## src/rtl/hrhp_pkg.sv

```systemverilog
// Shared types, codes, byte classes and match tables for the HTTP request header parser.
// Depends on nothing; every other file in rtl uses it by scoped names.
package hrhp_pkg;

  typedef enum logic [4:0] {
    PH_METHOD_START = 5'd0,
    PH_METHOD       = 5'd1,
    PH_URI          = 5'd2,
    PH_V_H          = 5'd3,
    PH_V_T1         = 5'd4,
    PH_V_T2         = 5'd5,
    PH_V_P          = 5'd6,
    PH_V_SLASH      = 5'd7,
    PH_MAJ_START    = 5'd8,
    PH_MAJ          = 5'd9,
    PH_MIN_START    = 5'd10,
    PH_MIN          = 5'd11,
    PH_NL1          = 5'd12,
    PH_LINE_START   = 5'd13,
    PH_NAME         = 5'd14,
    PH_SPACE        = 5'd15,
    PH_VALUE        = 5'd16,
    PH_NL2          = 5'd17,
    PH_NL3          = 5'd18,
    PH_DONE         = 5'd19,
    PH_ERROR        = 5'd20
  } phase_t;

  localparam logic [1:0] VERDICT_MORE = 2'd0;
  localparam logic [1:0] VERDICT_DONE = 2'd1;
  localparam logic [1:0] VERDICT_BAD  = 2'd2;

  localparam logic [1:0] ENC_NONE    = 2'd0;
  localparam logic [1:0] ENC_DEFLATE = 2'd1;
  localparam logic [1:0] ENC_GZIP    = 2'd2;

  localparam logic [1:0] KIND_NONE    = 2'd0;
  localparam logic [1:0] KIND_URI     = 2'd1;
  localparam logic [1:0] KIND_REFERER = 2'd2;
  localparam logic [1:0] KIND_AGENT   = 2'd3;

  // Bit positions in the header match flags.
  localparam int HDR_AE  = 0;
  localparam int HDR_REF = 1;
  localparam int HDR_UA  = 2;

  localparam logic [4:0] NAME_POS_MAX = 5'd31;
  localparam logic [2:0] DEFLATE_LEN  = 3'd7;
  localparam logic [2:0] GZIP_LEN     = 3'd4;

  localparam logic [4:0] HDR_LEN [3] = '{5'd15, 5'd7, 5'd10};

  localparam logic [7:0] AE_CHARS [16] = '{
    "a", "c", "c", "e", "p", "t", "-", "e", "n", "c", "o", "d", "i", "n", "g", 8'h00
  };
  localparam logic [7:0] REF_CHARS [16] = '{
    "r", "e", "f", "e", "r", "e", "r", 8'h00,
    8'h00, 8'h00, 8'h00, 8'h00, 8'h00, 8'h00, 8'h00, 8'h00
  };
  localparam logic [7:0] UA_CHARS [16] = '{
    "u", "s", "e", "r", "-", "a", "g", "e", "n", "t", 8'h00,
    8'h00, 8'h00, 8'h00, 8'h00, 8'h00
  };
  localparam logic [7:0] DEFLATE_CHARS [8] = '{
    "d", "e", "f", "l", "a", "t", "e", 8'h00
  };
  localparam logic [7:0] GZIP_CHARS [4] = '{"g", "z", "i", "p"};

  typedef struct packed {
    phase_t     phase;
    logic [1:0] enc;
    logic [4:0] name_pos;
    logic [2:0] match;
    logic [2:0] gzip_prog;
    logic [2:0] defl_prog;
    logic [1:0] found;
  } parse_state_t;

  localparam parse_state_t STATE_RESET = '{
    PH_METHOD_START, ENC_NONE, 5'd0, 3'd0, 3'd0, 3'd0, 2'd0
  };

  typedef struct packed {
    logic [1:0] verdict;
    logic [1:0] compression;
    logic [1:0] kind;
    logic [7:0] data;
  } result_t;

  function automatic logic is_ctl(input logic [7:0] b);
    return (b <= 8'd31) || (b == 8'd127);
  endfunction

  function automatic logic is_sep(input logic [7:0] b);
    logic s;
    s = 1'b0;
    unique case (b)
      "(", ")", "<", ">", "@", ",", ";", ":", "\\", "\"", "/",
      "[", "]", "?", "=", "{", "}", " ", "\t": s = 1'b1;
      default: s = 1'b0;
    endcase
    return s;
  endfunction

  function automatic logic is_token(input logic [7:0] b);
    return !b[7] && !is_ctl(b) && !is_sep(b);
  endfunction

  function automatic logic is_dig(input logic [7:0] b);
    return (b >= "0") && (b <= "9");
  endfunction

  function automatic logic [7:0] to_lower(input logic [7:0] b);
    return ((b >= "A") && (b <= "Z")) ? (b + 8'd32) : b;
  endfunction

  function automatic logic [7:0] hdr_char(input logic [1:0] which, input logic [3:0] pos);
    logic [7:0] c;
    c = 8'h00;
    unique case (which)
      2'd0:    c = AE_CHARS[pos];
      2'd1:    c = REF_CHARS[pos];
      2'd2:    c = UA_CHARS[pos];
      default: c = 8'h00;
    endcase
    return c;
  endfunction

endpackage

```

## src/rtl/hrhp_step.sv

```systemverilog
// Combinational next-state and result logic for one request byte.
// Depends on hrhp_pkg for phases, codes, byte classes and match tables.
module hrhp_step (
  input  hrhp_pkg::parse_state_t state_in,
  input  logic [7:0]             byte_in,
  input  logic                   restart,
  output hrhp_pkg::parse_state_t state_next,
  output hrhp_pkg::result_t      result
);

  hrhp_pkg::parse_state_t st;
  hrhp_pkg::parse_state_t nx;
  logic [1:0] verdict;
  logic [1:0] kind;
  logic [7:0] lb;
  logic [4:0] nb_pos;
  logic [2:0] nb_flags;
  logic [2:0] nb_flags_out;
  logic [4:0] nb_pos_out;
  logic [2:0] dn;
  logic [2:0] gn;
  logic       hd;
  logic       hg;
  logic [2:0] colon_flags;

  always_comb begin
    st = restart ? hrhp_pkg::STATE_RESET : state_in;
    lb = hrhp_pkg::to_lower(byte_in);

    // Header name matcher; a new line starts from position zero with all names live.
    nb_pos   = (st.phase == hrhp_pkg::PH_LINE_START) ? 5'd0 : st.name_pos;
    nb_flags = (st.phase == hrhp_pkg::PH_LINE_START) ? 3'b111 : st.match;
    nb_flags_out = nb_flags;
    colon_flags  = st.match;
    for (int i = 0; i < 3; i++) begin
      if (nb_pos >= hrhp_pkg::HDR_LEN[i] ||
          lb != hrhp_pkg::hdr_char(2'(i), nb_pos[3:0])) begin
        nb_flags_out[i] = 1'b0;
      end
      if (st.name_pos != hrhp_pkg::HDR_LEN[i]) begin
        colon_flags[i] = 1'b0;
      end
    end
    nb_pos_out = (nb_pos < hrhp_pkg::NAME_POS_MAX) ? nb_pos + 5'd1 : nb_pos;

    // Substring searches over Accept-Encoding values.
    hd = 1'b0;
    if (st.defl_prog >= hrhp_pkg::DEFLATE_LEN) begin
      dn = hrhp_pkg::DEFLATE_LEN;
      hd = 1'b1;
    end else if (lb == hrhp_pkg::DEFLATE_CHARS[st.defl_prog]) begin
      dn = st.defl_prog + 3'd1;
      hd = (dn == hrhp_pkg::DEFLATE_LEN);
    end else begin
      dn = (lb == hrhp_pkg::DEFLATE_CHARS[0]) ? 3'd1 : 3'd0;
    end

    hg = 1'b0;
    if (st.gzip_prog >= hrhp_pkg::GZIP_LEN) begin
      gn = hrhp_pkg::GZIP_LEN;
      hg = 1'b1;
    end else if (lb == hrhp_pkg::GZIP_CHARS[st.gzip_prog[1:0]]) begin
      gn = st.gzip_prog + 3'd1;
      hg = (gn == hrhp_pkg::GZIP_LEN);
    end else begin
      gn = (lb == hrhp_pkg::GZIP_CHARS[0]) ? 3'd1 : 3'd0;
    end

    nx      = st;
    verdict = hrhp_pkg::VERDICT_MORE;
    kind    = hrhp_pkg::KIND_NONE;

    unique case (st.phase)
      hrhp_pkg::PH_METHOD_START: begin
        if (hrhp_pkg::is_token(byte_in)) nx.phase = hrhp_pkg::PH_METHOD;
        else verdict = hrhp_pkg::VERDICT_BAD;
      end
      hrhp_pkg::PH_METHOD: begin
        if (byte_in == " ") nx.phase = hrhp_pkg::PH_URI;
        else if (!hrhp_pkg::is_token(byte_in)) verdict = hrhp_pkg::VERDICT_BAD;
      end
      hrhp_pkg::PH_URI: begin
        if (byte_in == " ") nx.phase = hrhp_pkg::PH_V_H;
        else if (hrhp_pkg::is_ctl(byte_in)) verdict = hrhp_pkg::VERDICT_BAD;
        else kind = hrhp_pkg::KIND_URI;
      end
      hrhp_pkg::PH_V_H: begin
        if (byte_in == "H") nx.phase = hrhp_pkg::PH_V_T1;
        else verdict = hrhp_pkg::VERDICT_BAD;
      end
      hrhp_pkg::PH_V_T1: begin
        if (byte_in == "T") nx.phase = hrhp_pkg::PH_V_T2;
        else verdict = hrhp_pkg::VERDICT_BAD;
      end
      hrhp_pkg::PH_V_T2: begin
        if (byte_in == "T") nx.phase = hrhp_pkg::PH_V_P;
        else verdict = hrhp_pkg::VERDICT_BAD;
      end
      hrhp_pkg::PH_V_P: begin
        if (byte_in == "P") nx.phase = hrhp_pkg::PH_V_SLASH;
        else verdict = hrhp_pkg::VERDICT_BAD;
      end
      hrhp_pkg::PH_V_SLASH: begin
        if (byte_in == "/") nx.phase = hrhp_pkg::PH_MAJ_START;
        else verdict = hrhp_pkg::VERDICT_BAD;
      end
      hrhp_pkg::PH_MAJ_START: begin
        if (hrhp_pkg::is_dig(byte_in)) nx.phase = hrhp_pkg::PH_MAJ;
        else verdict = hrhp_pkg::VERDICT_BAD;
      end
      hrhp_pkg::PH_MAJ: begin
        if (byte_in == ".") nx.phase = hrhp_pkg::PH_MIN_START;
        else if (!hrhp_pkg::is_dig(byte_in)) verdict = hrhp_pkg::VERDICT_BAD;
      end
      hrhp_pkg::PH_MIN_START: begin
        if (hrhp_pkg::is_dig(byte_in)) nx.phase = hrhp_pkg::PH_MIN;
        else verdict = hrhp_pkg::VERDICT_BAD;
      end
      hrhp_pkg::PH_MIN: begin
        if (byte_in == "\r") nx.phase = hrhp_pkg::PH_NL1;
        else if (!hrhp_pkg::is_dig(byte_in)) verdict = hrhp_pkg::VERDICT_BAD;
      end
      hrhp_pkg::PH_NL1: begin
        if (byte_in == "\n") nx.phase = hrhp_pkg::PH_LINE_START;
        else verdict = hrhp_pkg::VERDICT_BAD;
      end
      hrhp_pkg::PH_LINE_START: begin
        // The finished line's encoding lands here, whatever this byte turns out to be.
        if (st.match[hrhp_pkg::HDR_AE]) begin
          if (st.found[0]) nx.enc = hrhp_pkg::ENC_DEFLATE;
          if (st.found[1]) nx.enc = hrhp_pkg::ENC_GZIP;
        end
        if (byte_in == "\r") begin
          nx.phase = hrhp_pkg::PH_NL3;
        end else if (!hrhp_pkg::is_token(byte_in)) begin
          verdict = hrhp_pkg::VERDICT_BAD;
        end else begin
          nx.phase     = hrhp_pkg::PH_NAME;
          nx.name_pos  = nb_pos_out;
          nx.match     = nb_flags_out;
          nx.gzip_prog = 3'd0;
          nx.defl_prog = 3'd0;
          nx.found     = 2'd0;
        end
      end
      hrhp_pkg::PH_NAME: begin
        if (byte_in == ":") begin
          nx.phase = hrhp_pkg::PH_SPACE;
          nx.match = colon_flags;
        end else if (!hrhp_pkg::is_token(byte_in)) begin
          verdict = hrhp_pkg::VERDICT_BAD;
        end else begin
          nx.name_pos = nb_pos_out;
          nx.match    = nb_flags_out;
        end
      end
      hrhp_pkg::PH_SPACE: begin
        if (byte_in == " ") nx.phase = hrhp_pkg::PH_VALUE;
        else verdict = hrhp_pkg::VERDICT_BAD;
      end
      hrhp_pkg::PH_VALUE: begin
        if (byte_in == "\r") begin
          nx.phase = hrhp_pkg::PH_NL2;
        end else if (hrhp_pkg::is_ctl(byte_in)) begin
          verdict = hrhp_pkg::VERDICT_BAD;
        end else begin
          if (st.match[hrhp_pkg::HDR_AE]) begin
            nx.defl_prog = dn;
            nx.gzip_prog = gn;
            nx.found     = st.found | {hg, hd};
          end
          if (st.match[hrhp_pkg::HDR_REF]) kind = hrhp_pkg::KIND_REFERER;
          else if (st.match[hrhp_pkg::HDR_UA]) kind = hrhp_pkg::KIND_AGENT;
        end
      end
      hrhp_pkg::PH_NL2: begin
        if (byte_in == "\n") nx.phase = hrhp_pkg::PH_LINE_START;
        else verdict = hrhp_pkg::VERDICT_BAD;
      end
      hrhp_pkg::PH_NL3: begin
        if (byte_in == "\n") begin
          verdict  = hrhp_pkg::VERDICT_DONE;
          nx.phase = hrhp_pkg::PH_DONE;
        end else begin
          verdict = hrhp_pkg::VERDICT_BAD;
        end
      end
      hrhp_pkg::PH_DONE: verdict = hrhp_pkg::VERDICT_DONE;
      default:           verdict = hrhp_pkg::VERDICT_BAD;
    endcase

    if (verdict == hrhp_pkg::VERDICT_BAD) begin
      nx.phase = hrhp_pkg::PH_ERROR;
      kind     = hrhp_pkg::KIND_NONE;
    end

    state_next         = nx;
    result.verdict     = verdict;
    result.compression = nx.enc;
    result.kind        = kind;
    result.data        = (kind != hrhp_pkg::KIND_NONE) ? byte_in : 8'h00;
  end

endmodule

```

## src/rtl/http_request_header_parser.sv

```systemverilog
// Streaming HTTP/1.1 request line and header parser, one request byte per beat.
// A byte is registered in s1_byte, passes the combinational hrhp_step and lands in res.
// Throughput: one byte per cycle unless out_stall holds the result register.
// Reset clears the pipeline valids and returns the parser to method start.
// Depends on hrhp_pkg and hrhp_step.
module http_request_header_parser (
  input  logic       clk,
  input  logic       rst,
  input  logic       in_valid,
  output logic       in_stall,
  input  logic [7:0] byte_in,
  input  logic       restart,
  output logic       out_valid,
  input  logic       out_stall,
  output logic [1:0] verdict,
  output logic [1:0] compression,
  output logic [1:0] byte_kind,
  output logic [7:0] byte_out
);

  logic                   s1_valid;
  logic [7:0]             s1_byte;
  logic                   s1_restart;
  hrhp_pkg::parse_state_t state;
  hrhp_pkg::parse_state_t state_next;
  hrhp_pkg::result_t      step_result;
  hrhp_pkg::result_t      res;
  logic                   advance;

  // The pipeline moves whenever the result register is free or being emptied.
  assign advance  = !(out_valid && out_stall);
  assign in_stall = s1_valid && !advance;

  hrhp_step u_step (
    .state_in   (state),
    .byte_in    (s1_byte),
    .restart    (s1_restart),
    .state_next (state_next),
    .result     (step_result)
  );

  always_ff @(posedge clk) begin
    if (rst) begin
      s1_valid  <= 1'b0;
      out_valid <= 1'b0;
      state     <= hrhp_pkg::STATE_RESET;
    end else begin
      if (!in_stall) begin
        s1_valid <= in_valid;
      end
      if (advance) begin
        out_valid <= s1_valid;
        if (s1_valid) begin
          state <= state_next;
        end
      end
    end
  end

  always_ff @(posedge clk) begin
    if (in_valid && !in_stall) begin
      s1_byte    <= byte_in;
      s1_restart <= restart;
    end
    if (advance && s1_valid) begin
      res <= step_result;
    end
  end

  assign verdict     = res.verdict;
  assign compression = res.compression;
  assign byte_kind   = res.kind;
  assign byte_out    = res.data;

endmodule

```

## config.mk

```make
export PLATFORM = sky130hd
export DESIGN_NAME = http_request_header_parser
export DESIGN_NICKNAME = d
export VERILOG_FILES = /design/src/rtl/hrhp_pkg.sv /design/src/rtl/hrhp_step.sv /design/src/rtl/http_request_header_parser.sv
export SDC_FILE = /design/constraint.sdc
export NUM_CORES = 1
export LEC_CHECK = 0
export BUFFER_PORTS_ARGS = -buffer_cell sky130_fd_sc_hd__buf_4
export CAP_MARGIN = 20
export CORE_MARGIN = 8
export CORE_UTILIZATION = 45
export DETAILED_ROUTE_END_ITERATION = 8
export GPL_TIMING_DRIVEN = 1
export PLACE_DENSITY_LB_ADDON = 0.25
export SKIP_CTS_REPAIR_TIMING = 1
export SYNTH_ARGS = -nofsm -noshare
export SYNTH_HDL_FRONTEND = slang
export SYNTH_HIERARCHICAL = 1
export SYNTH_SLANG_ARGS = --single-unit
```

## constraint.sdc

```tcl
create_clock -name clk -period 4.67 [get_ports clk]
set_input_delay 0.467 -clock clk [delete_from_list [all_inputs] [get_ports clk]]
set_output_delay 0.467 -clock clk [all_outputs]
set_load 0.02 [all_outputs]
```

After elaboration in Yosys (flattened, before gate mapping)
Memories as Yosys holds them, arrays and structs flattened.
Cells that the tools add are included.
{"block": "word_totals", "mem_bits_ro": 448, "latch_bits": 0, "wordCells": 234, "in_bits": 13, "memories": 4, "out_inout_bits": 16, "ramBits": 0, "reg_bits": 48}
{"block": "classes", "bitwise": 5, "n_addsub": 4, "multipliers": 0, "n_lt_le_gt_ge": 14, "mux": 104, "n_reduce_logical": 30, "n_eq_ne": 58, "div": 0, "shift": 0}
{"memory": "(name not given)", "words": 16, "word_bits": 8, "read_ports": 1, "rd_ports_with_merged_regs": 0, "write_ports": 0, "line": "hrhp_pkg.sv:121", "text": "2'd0: c = AE_CHARS[pos];"}
{"memory": "(name not given)", "words": 16, "word_bits": 8, "read_ports": 1, "rd_ports_with_merged_regs": 0, "write_ports": 0, "line": "hrhp_pkg.sv:122", "text": "2'd1: c = REF_CHARS[pos];"}
{"memory": "(name not given)", "words": 16, "word_bits": 8, "read_ports": 1, "rd_ports_with_merged_regs": 0, "write_ports": 0, "line": "hrhp_pkg.sv:123", "text": "2'd2: c = UA_CHARS[pos];"}
{"memory": "(name not given)", "words": 8, "word_bits": 8, "read_ports": 1, "rd_ports_with_merged_regs": 0, "write_ports": 0, "line": "hrhp_step.sv:51", "text": "end else if (lb == hrhp_pkg::DEFLATE_CHARS[st.defl_prog]) begin"}
{"op": "$mux 8", "count": 15}
{"op": "$mux 5", "count": 23}
{"op": "$eq 8x6->1 const B", "count": 13}
{"op": "$eq 8x7->1 const B", "count": 13}
{"op": "$pmux 5 s18", "count": 1}
{"op": "$mux 2", "count": 30}
{"op": "$eq 5x4->1 const B", "count": 8}
{"op": "$pmux 2 s17", "count": 1}
{"op": "$mux 16", "count": 2}
{"op": "$pmux 8 s2", "count": 2}
{"op": "$ne 8x8->1", "count": 3}
{"op": "$mux 23", "count": 1}
{"op": "$mux 1", "count": 21}
{"op": "$eq 5x3->1 const B", "count": 4}
{"op": "$eq 5x5->1 const B", "count": 4}
{"op": "$reduce_or 19->1", "count": 1}
{"op": "$mux 3", "count": 6}
{"op": "$bmux 8 s2", "count": 1}
{"op": "$eq 8x4->1 const B", "count": 2}
{"op": "$eq 8x8->1", "count": 2}
{"op": "$logic_and 1x1->1", "count": 11}
{"op": "$eq 5x2->1 const B", "count": 2}
{"op": "$ge 5x4->1 const B", "count": 2}
{"op": "$ne 5x4->1 const B", "count": 2}
{"op": "other kinds (29)", "count": 45}

Depth between registers and ports, before layout
Gate-level depths: netlist (run 1).
{"block": "logic_depth", "ltp_word": 13, "depth_mapped": 17}

By module
The synthesis (run 1) kept the hierarchy.
{"mod": "hrhp_step", "area_each_um2": 3022.9, "instances": 1, "seq_area_each_um2": 0.0, "cells_per_inst": 484}
{"mod": "http_request_header_parser", "area_each_um2": 1821.7, "instances": 1, "seq_area_each_um2": 1191.1, "cells_per_inst": 133}

Worst setup path before layout (run 1)
Ideal clock, no wire load.
{"block": "synth_path", "path_kind": "flip-flop to flip-flop", "start": "register s1_restart", "end": "register state[8] in the netlist's numbering", "n_path_buf": 3, "t_required_ns": 4.598, "setup_slack_ns": 1.444, "arrival_time_ns": 3.155, "synth_period_minus_slack_ns": 3.226, "path_stages_with_launch": 18, "setup_time_ns": 0.072, "path_cell_list": "edfxtp_1 clkbuf_1 nand4bb_1 clkbuf_1 nor2_1 clkbuf_1 nor2_1 inv_1 ha_1 inv_1 mux2_2 a22oi_1 o22ai_1 xnor2_1 nand4_1 o31ai_1 nand2b_1 mux2i_1"}
{"element": "start: declaration", "line": "http_request_header_parser.sv:23", "text": "logic s1_restart;"}
{"element": "start signal: assignment", "line": "http_request_header_parser.sv:63", "text": "s1_restart <= restart;"}
{"element": "end signal: assignment", "line": "http_request_header_parser.sv:46", "text": "state <= hrhp_pkg::STATE_RESET;"}
{"element": "end signal: assignment", "line": "http_request_header_parser.sv:54", "text": "state <= state_next;"}
{"element": "end: declaration", "line": "http_request_header_parser.sv:24", "text": "hrhp_pkg::parse_state_t state;"}

==> results of run 1 <==
==> area by class of cell <==
| cell class | count | area (um^2) |
|---|---|---|
| clock buffers | 7 | 86.3 |
| clock inverters | 1 | 8.76 |
| fillers | 1075 | 5460 |
| inverters | 27 | 101 |
| multi-input cells | 491 | 3310 |
| flip-flops and latches | 48 | 1190 |
| well taps | 140 | 175 |
| repair buffers | 42 | 315 |
==> final timing paths <==
kind / startpoint / endpoint / slack (ps) / cells after the start
max: state[22] / state[9] / 800 / 14
min reg2reg: state[4] / state[4] / 480 / 2
max reg2reg: state[22] / state[9] / 800 / 14
min: restart / s1_restart / 320 / 1
==> worst max-delay path: stages (launching register included) <==
cell and delay, ps:
dfxtp_1 720, nand4bb_1 440, nor2_1 70, buf_4 210
nor2_1 340, inv_1 170, ha_1 250, mux2i_1 290
xor2_1 170, a31oi_1 100, o31ai_1 320, nand4_1 160
a222oi_1 350, nand2b_1 100, mux2i_1 120
==> metrics by stage <==
stage          area [um^2]  setup WS [ps]  hold WS [ps]  std cells  power (mW)
2_1_floorplan         4840           1440           444        617       0.603
3_3_place_gp          5090            969           457        748       0.654
3_5_place_dp          5090            903           470        748       0.655
4_1_cts               5190            880           312        756       0.930
5_1_grt               5190            511           307        756       0.963
6_report              5190            795           322        756       0.925
==> synthesized netlist by cell type, drive strengths merged, types with 11 or more instances <==
cell,number,area (um^2)
nand2b,54,338
clkbuf,39,148
nor2,39,146
nand2,37,139
a21oi,32,171
o21ai,32,160
mux2i,28,280
inv,27,101
dfxtp,25,500
nand3,24,120
edfxtp,23,691
ha,20,250
a31oi,15,93.8
nor3,15,75.1
and2,13,81.3
nor2b,13,81.3
buf,12,106
nand4,11,68.8
xnor2,11,96.3
==> cells in the final DEF (no fill, tap or decap), drive strengths merged, types with 13 or more instances in the layout <==
cell / count
ha: 20
buf: 42
dfxtp: 25
nor2: 39
nor3: 15
nand2: 37
inv: 27
a31oi: 15
nor2b: 13
and2: 13
o21ai: 32
mux2i: 28
edfxtp: 23
nand3: 24
a21oi: 32
nand2b: 54
==> per-layer routing <==
| layer | up-vias | routed length (um) | GRT usage |
|---|---|---|---|
| li1 | 2263 | - | - |
| met1 | 2281 | 6310 | 0.251 |
| met2 | 245 | 6930 | 0.333 |
| met3 | 47 | 1100 | 0.0366 |
| met4 | 0 | 573 | 0.119 |
| met5 | - | 0 | 0 |
==> cells by family after synthesis <==
family / count (synthesis) / synth area share
flip-flops: 48 / 0.246
multiplexers: 31 / 0.0656
AND/OR/NAND/NOR: 262 / 0.306
XOR/XNOR: 19 / 0.0343
buffers and inverters: 78 / 0.0733
adder cells (fa/ha/maj): 20 / 0.0517
AO/OA/AOI/OAI: 159 / 0.224
==> power by group <==
part           total [mW]  switching [mW]  leakage (nW)  internal [mW]
logic               0.167          0.0977          1.37         0.0695
clock network       0.276           0.154        0.0484          0.122
registers           0.482          0.0283         0.420          0.454
==> flip-flops by register name (all words and copies together), names as in the netlist <==
| name | flops |
|---|---|
| compression | 2 |
| s1_byte | 8 |
| s1_restart | 1 |
| out_valid | 1 |
| verdict | 2 |
| s1_valid | 1 |
| byte_out | 8 |
| state | 23 |
| byte_kind | 2 |
==> metrics.yaml, run 1 <==
status:
  outcome: "complete, no violations"
worst_setup_path:
  worstPathRequired_ps: 4920
  cp_max_fo: 20
  cp_data_arrival_time_ps: 4130
  critical_path_class: "reg2reg"
  crit_path_start_kind: "register"
  crit_path_end_kind: "register"
drt:
  vias: 4836
  detail_route.wl_per_cell_um: 19.7
  ant_nets: 0
  drcViolationCount: 0
  firstDrtPassIters: 8
  drt-initial-drc-count: 423
  viasPerCell: 6.40
  wl_um: 14900
place:
  gp_congestion: 0.991
  dp_hpwl_um: 10500
  io_buffer_count: 28
sta:
  rsz0062_at_grt: "no"
  worstMarginPinSlew_ps: 994
  fmax_mhz: 258
  fin_skew_ps: 3.37
  setup-violations-final: 0
  drv_slew: 0
  fin_crit_ps: 3870
  hold_viol_final: 0
  setup-tns-final_ps: 0
  min_period_over_period: 0.830
  relSlewSlack: 0.332
floorplan:
  fp.dieArea_um2: 14300
  boundaryPins: 29
  core_um2: 10700
  start_util: 0.455
  die_h_um: 120
  rows: 38
  die_w_um: 120
yosys:
  ys.flop_type: "dfxtp_1"
  ys_seq_area_frac: 0.246
  ys_async_sr_fraction: 0
  synth_cells: 617
  yosysWarnings: 6
  syn-cell-area_um2: 4840
  synth_area_per_cell_um2: 7.85
  synth_edf_count: 23
  synth.distinct_cells: 73
  synth_nets: 650
  ys_seq_elements: 48
run:
  maxCapViolCount: 0
final_layout:
  utilization: 0.487
  nets: 648
  n_antenna_cell: 0
  area.growth.synth_to_final_pct: 7.13
  drive_gt1_frac: 0.112
clock_network:
  htreeDepth: 2
  cts_root_buffer: "clkbuf_8"
  cts_made_buffers: 5
  cts_tree: "built"
  cts_sinks: 48
  clkTransAtPathRegs_ps: 90
  clock_latency_ps: 310
  clockBufferDepth: 2
global_route:
  grt_start_max_net_pins: 49
  grt_pass1_vias: 4690
  gr-total-overflow: 0
  antenna_found_initial: 0
  grt_pass1_wl_um: 24200
  grt_usage: 0.205
pwr:
  p_leak_nw: 1.84
  ir_drop_v: 0.000111
  power_density_nw_per_um2: 178
worst_hold_path:
  worstHoldPathType: "in2reg"
No activity file was read; power rests on OpenSTA's default activity.
==> inputs of run 2 (changes only) <==
==> constraint.sdc (replaced) <==
create_clock -name clk -period 3.5 [get_ports clk]
set_input_delay 0.35 -clock clk [delete_from_list [all_inputs] [get_ports clk]]
set_output_delay 0.35 -clock clk [all_outputs]
set_load 0.02 [all_outputs]
==> metrics.yaml, run 2 (synthesized netlist as in run 1, its figures left out) <==
place:
  placed_cells: 773  # +3.3%
  dp_hpwl_um: 11500  # +8.8%
  pre_cts_slack_ps: 385  # -518 ps
  io_buffer_count: 28  # unchanged
  gp_congestion: 0.986  # -0.55%
worst_setup_path:
  worstPathRequired_ps: 3760  # -1160 ps
  crit_path_end_kind: "register"
  crit_path_start_kind: "register"
  crit_top_cell: "nor2_1"
  crit_chain: "buf_4 -> or4b_1 -> nor2_1 -> nand2_1 -> o41ai_1 -> nor2_1 -> or2_2 -> a222oi_1 -> nand2b_1 -> mux2i_1"
  cp_max_fo: 11  # -45%
  crit_slowest_cell: "or4b_1"
  critical_path_class: "reg2reg"
  cp_top_family: "simple AND/OR/NAND/NOR gates"
  critPathBufInv: 1  # -1
  max_stage_delay_ps: 540  # -180 ps
  cp_data_arrival_time_ps: 3450  # -680 ps
sta:
  setup-violations-final: 0  # unchanged
  setup_ws_ps: 305  # -491 ps
  drv_slew: 0  # unchanged
  relSlewSlack: 0.403  # +0.0712
  rsz0062_at_grt: "no"
  fin_crit_ps: 3200  # -679 ps
  hold_viol_final: 0  # unchanged
  setup-tns-final_ps: 0  # unchanged
  hold_slack_ps: 206  # -116 ps
  fmax_mhz: 313  # +21%
  min_period_over_period: 0.913  # +0.0832
  worstMarginPinSlew_ps: 888  # -106 ps
  fin_skew_ps: 4.61  # +1.24 ps
floorplan:
  die_w_um: 120  # unchanged
  fp.dieArea_um2: 14300  # unchanged
  boundaryPins: 29  # unchanged
  rows: 38  # unchanged
  die_h_um: 120  # unchanged
  core_um2: 10700  # unchanged
  start_util: 0.455  # unchanged
clock_network:
  cts_sinks: 48  # unchanged
  clkTransAtPathRegs_ps: 90  # about the same
  clockBufferDepth: 2  # unchanged
  clock_latency_ps: 320  # about the same
  cts_root_buffer: "clkbuf_8"
  cts_made_buffers: 5  # unchanged
  htreeDepth: 2  # unchanged
  cts_tree: "built"
global_route:
  antenna_found_initial: 0  # unchanged
  gr-total-overflow: 0  # unchanged
  grt_pass1_wl_um: 24900  # +3.0%
  grt_pass1_vias: 4776  # +1.8%
  grt_usage: 0.213  # +0.00806
  grt_start_max_net_pins: 49  # unchanged
drt:
  detail_route.wl_per_cell_um: 19.7  # about the same
  drcViolationCount: 0  # unchanged
  viasPerCell: 6.28  # -1.8%
  drt-initial-drc-count: 433  # +2.4%
  vias: 4904  # +1.4%
  firstDrtPassIters: 5  # -3
  wl_um: 15400  # +3.4%
  ant_nets: 0  # unchanged
final_layout:
  n_antenna_cell: 0  # unchanged
  largest_reg_flops: 23  # unchanged
  fin_cells: 781  # +3.3%
  top_register: "state"
  seq_area_um2: 1190  # unchanged
  mostFrequentLayoutCells: "67 x buf_4, 54 x nand2b_1, 39 x nor2_1"
  mostFrequentLayoutCell: "buf_4"
  drive_gt1_frac: 0.145  # +0.0331
  area.growth.synth_to_final_pct: 10.9
  fill_cells: 1081  # +0.56%
  nets: 673  # +3.9%
  multi_input_area_um2: 3310  # -0.19%
run:
  maxCapViolCount: 0  # unchanged
pwr:
  p_leak_nw: 1.96  # +6.7%
  ir_drop_v: 0.000151  # +36%
  power_density_nw_per_um2: 233  # +31%
worst_hold_path:
  worstHoldPathType: "in2reg"
status:
  outcome: "complete, no violations"
[run 2: final timing paths]
path	from	endpoint	slack, ps	depth (start not counted)
setup / recovery	state[21]	state[9]	300	10
hold / removal	byte_in[7]	s1_byte[7]	210	1
setup reg to reg	state[21]	state[9]	300	10
hold reg to reg	state[6]	state[6]	480	2
[run 2: power breakdown]
group | leakage [nW] | switching, mW | internal [mW] | total, mW
combinational | 1.49 | 0.158 | 0.105 | 0.263
sequential | 0.420 | 0.0142 | 0.605 | 0.619
clock | 0.0484 | 0.205 | 0.162 | 0.368
[run 2: cell type report]
| type | count | share of cell area |
|---|---|---|
| Inverter | 27 | 0.0189 |
| Clock buffer | 7 | 0.0161 |
| Clock inverter | 1 | 0.00163 |
| Tap cell | 140 | 0.0326 |
| Timing Repair Buffer | 67 | 0.0936 |
| Sequential cell | 48 | 0.222 |
| Multi-Input combinational cell | 491 | 0.615 |
[run 2: routing by layer]
layer | GRT usage | part of all wire | up-vias
met2 | 0.351 | 0.47 | 251
met4 | 0.112 | 0.039 | 0
met5 | 0 | 0 | -
li1 | - | - | 2315
met3 | 0.0282 | 0.066 | 57
met1 | 0.267 | 0.42 | 2281
[run 2: through the flow]
step	cell area (um^2)	util	power (mW)
floorplan	4840	-	0.805
global placement	5280	0.495	0.892
detailed placement	5280	0.495	0.889
CTS	5370	0.504	1.25
global route	5370	0.504	1.30
finish	5370	0.504	1.25
==> inputs of run 3 (changes only) <==
--- a/config.mk
+++ b/config.mk
@@ -7,6 +7,7 @@
 export LEC_CHECK = 0
 export BUFFER_PORTS_ARGS = -buffer_cell sky130_fd_sc_hd__buf_4
 export CAP_MARGIN = 20
+export CORE_ASPECT_RATIO = 0.9
 export CORE_MARGIN = 8
 export CORE_UTILIZATION = 45
 export DETAILED_ROUTE_END_ITERATION = 8
==> metrics.yaml, run 3 (synthesized netlist as in run 1, its figures left out) <==
status:
  outcome: "complete, no violations"
worst_setup_path:
  cp_data_arrival_time_ps: 3490  # +40 ps
  cp_max_fo: 14  # +3
  critical_path_class: "reg2reg"
  worstPathRequired_ps: 3730  # -30 ps
  crit_path_end_kind: "register"
  crit_start: "s1_byte[2]"
  timing.rr.start: "s1_byte[2]"
  crit_path_start_kind: "register"
global_route:
  grt_pass1_vias: 4784  # +0.17%
  grtUsageMet1: 0.282  # +0.0156
  grt_busiest_layer: "met2"
  antenna_found_initial: 0  # unchanged
  grt_start_max_net_pins: 49  # unchanged
  grt_pass1_wl_um: 25500  # +2.6%
  use_met2: 0.359  # +0.00811
  gr-total-overflow: 0  # unchanged
  gr-usage-met3: 0.0321  # +0.00394
  grt_usage: 0.222  # +0.00897
run:
  maxCapViolCount: 0  # unchanged
place:
  placed_cells: 765  # -1.0%
  pre_cts_slack_ps: 318  # -67.1 ps
  gp_congestion: 0.971  # -1.5%
  io_buffer_count: 28  # unchanged
  dp_hpwl_um: 11600  # +0.82%
drt:
  drcViolationCount: 0  # unchanged
  wl_um: 15800  # +2.8%
  ant_nets: 0  # unchanged
  detail_route.wl_per_cell_um: 20.5  # +3.9%
  vias: 4924  # +0.41%
  viasPerCell: 6.37  # +1.4%
  firstDrtPassIters: 5  # unchanged
  drt-initial-drc-count: 537  # +24%
sta:
  fin_crit_ps: 3260  # +66.4 ps
  setup-violations-final: 0  # unchanged
  setup_ws_ps: 238  # -66.4 ps
  relSlewSlack: 0.413  # +0.0102
  worstMarginPinSlew_ps: 873  # -15.1 ps
  rsz0062_at_grt: "no"
  setup-tns-final_ps: 0  # unchanged
  drv_slew: 0  # unchanged
  min_period_over_period: 0.932  # +0.0190
  hold_viol_final: 0  # unchanged
  fin_skew_ps: 11.0  # +6.34 ps
  fmax_mhz: 307  # -2.0%
final_layout:
  fin_cells: 773  # -1.0%
  nets: 672  # -0.15%
  drive_gt1_frac: 0.145  # +0.000227
  top_register: "state"
  mostFrequentLayoutCells: "66 x buf_4, 54 x nand2b_1, 39 x nor2_1"
  largest_reg_flops: 23  # unchanged
  area.growth.synth_to_final_pct: 12.1
  n_antenna_cell: 0  # unchanged
  mostFrequentLayoutCell: "buf_4"
clock_network:
  cts_made_buffers: 5  # unchanged
  cts_tree: "built"
  cts_root_buffer: "clkbuf_16"
  cts_sinks: 48  # unchanged
  htreeDepth: 2  # unchanged
  clockBufferDepth: 2  # unchanged
  clock_latency_ps: 300  # -20 ps
  clkTransAtPathRegs_ps: 70  # -20 ps
floorplan:
  rows: 36  # -5.3%
  start_util: 0.454  # -0.00107
  boundaryPins: 29  # unchanged
  die_h_um: 114  # -4.4%
  fp.dieArea_um2: 14300  # about the same
  core_um2: 10700  # +0.23%
  die_w_um: 125  # +4.7%
worst_hold_path:
  worstHoldPathType: "in2reg"
  hp-start: "byte_in[6]"
pwr:
  p_leak_nw: 1.99  # +1.3%
  power_density_nw_per_um2: 268  # +15%
  ir_drop_v: 0.000196  # +30%
==> run 3: metal layers <==
metal | up-vias | share of wire | routed length [um]
li1 | 2312 | - | -
met5 | - | 0 | 0
met2 | 219 | 0.46 | 7220
met1 | 2341 | 0.45 | 7070
met4 | 0 | 0.038 | 609
met3 | 52 | 0.060 | 949
==> run 3: critical path, cell delays in order (launching register included) <==
cell	delay (ps)
edfxtp_1	630
nor2b_1	410
nand4_1	270
and3_1	280
a221oi_1	320
nand3_1	120
or4_1	610
a31oi_1	300
nand2b_1	100
mux2i_1	150
==> run 3: final timing paths <==
kind | endpoint | slack (ps) | cells past startpoint
max | state[18] | 240 | 9
min | s1_byte[6] | 230 | 1
max reg2reg | state[18] | 240 | 9
min reg2reg | state[4] | 480 | 2
==> run 3: area by class of cell <==
class / instances / area (um^2)
clock buffer: 5 / 125
inverter: 27 / 101
timing repair buffer: 66 / 495
clock inverter: 3 / 46.3
fill: 1027 / 5240
multi-input combinational: 491 / 3310
tap: 133 / 166
sequential: 48 / 1190
==> run 3: per-stage QoR <==
step                power [mW]  hold WS [ps]  area [um^2]   util
detailed placement       0.888           469         5260  0.493
CTS                       1.47           218         5430  0.509
floorplan                0.805           444         4840      -
global placement         0.889           461         5260  0.493
global route              1.51           215         5430  0.509
finish                    1.46           227         5430  0.509
==> run 3: power breakdown <==
part	switching (mW)	internal, mW	total, mW	leakage, nW
Sequential	0.0144	0.605	0.620	0.420
Combinational	0.157	0.103	0.260	1.49
Clock	0.237	0.340	0.577	0.0804
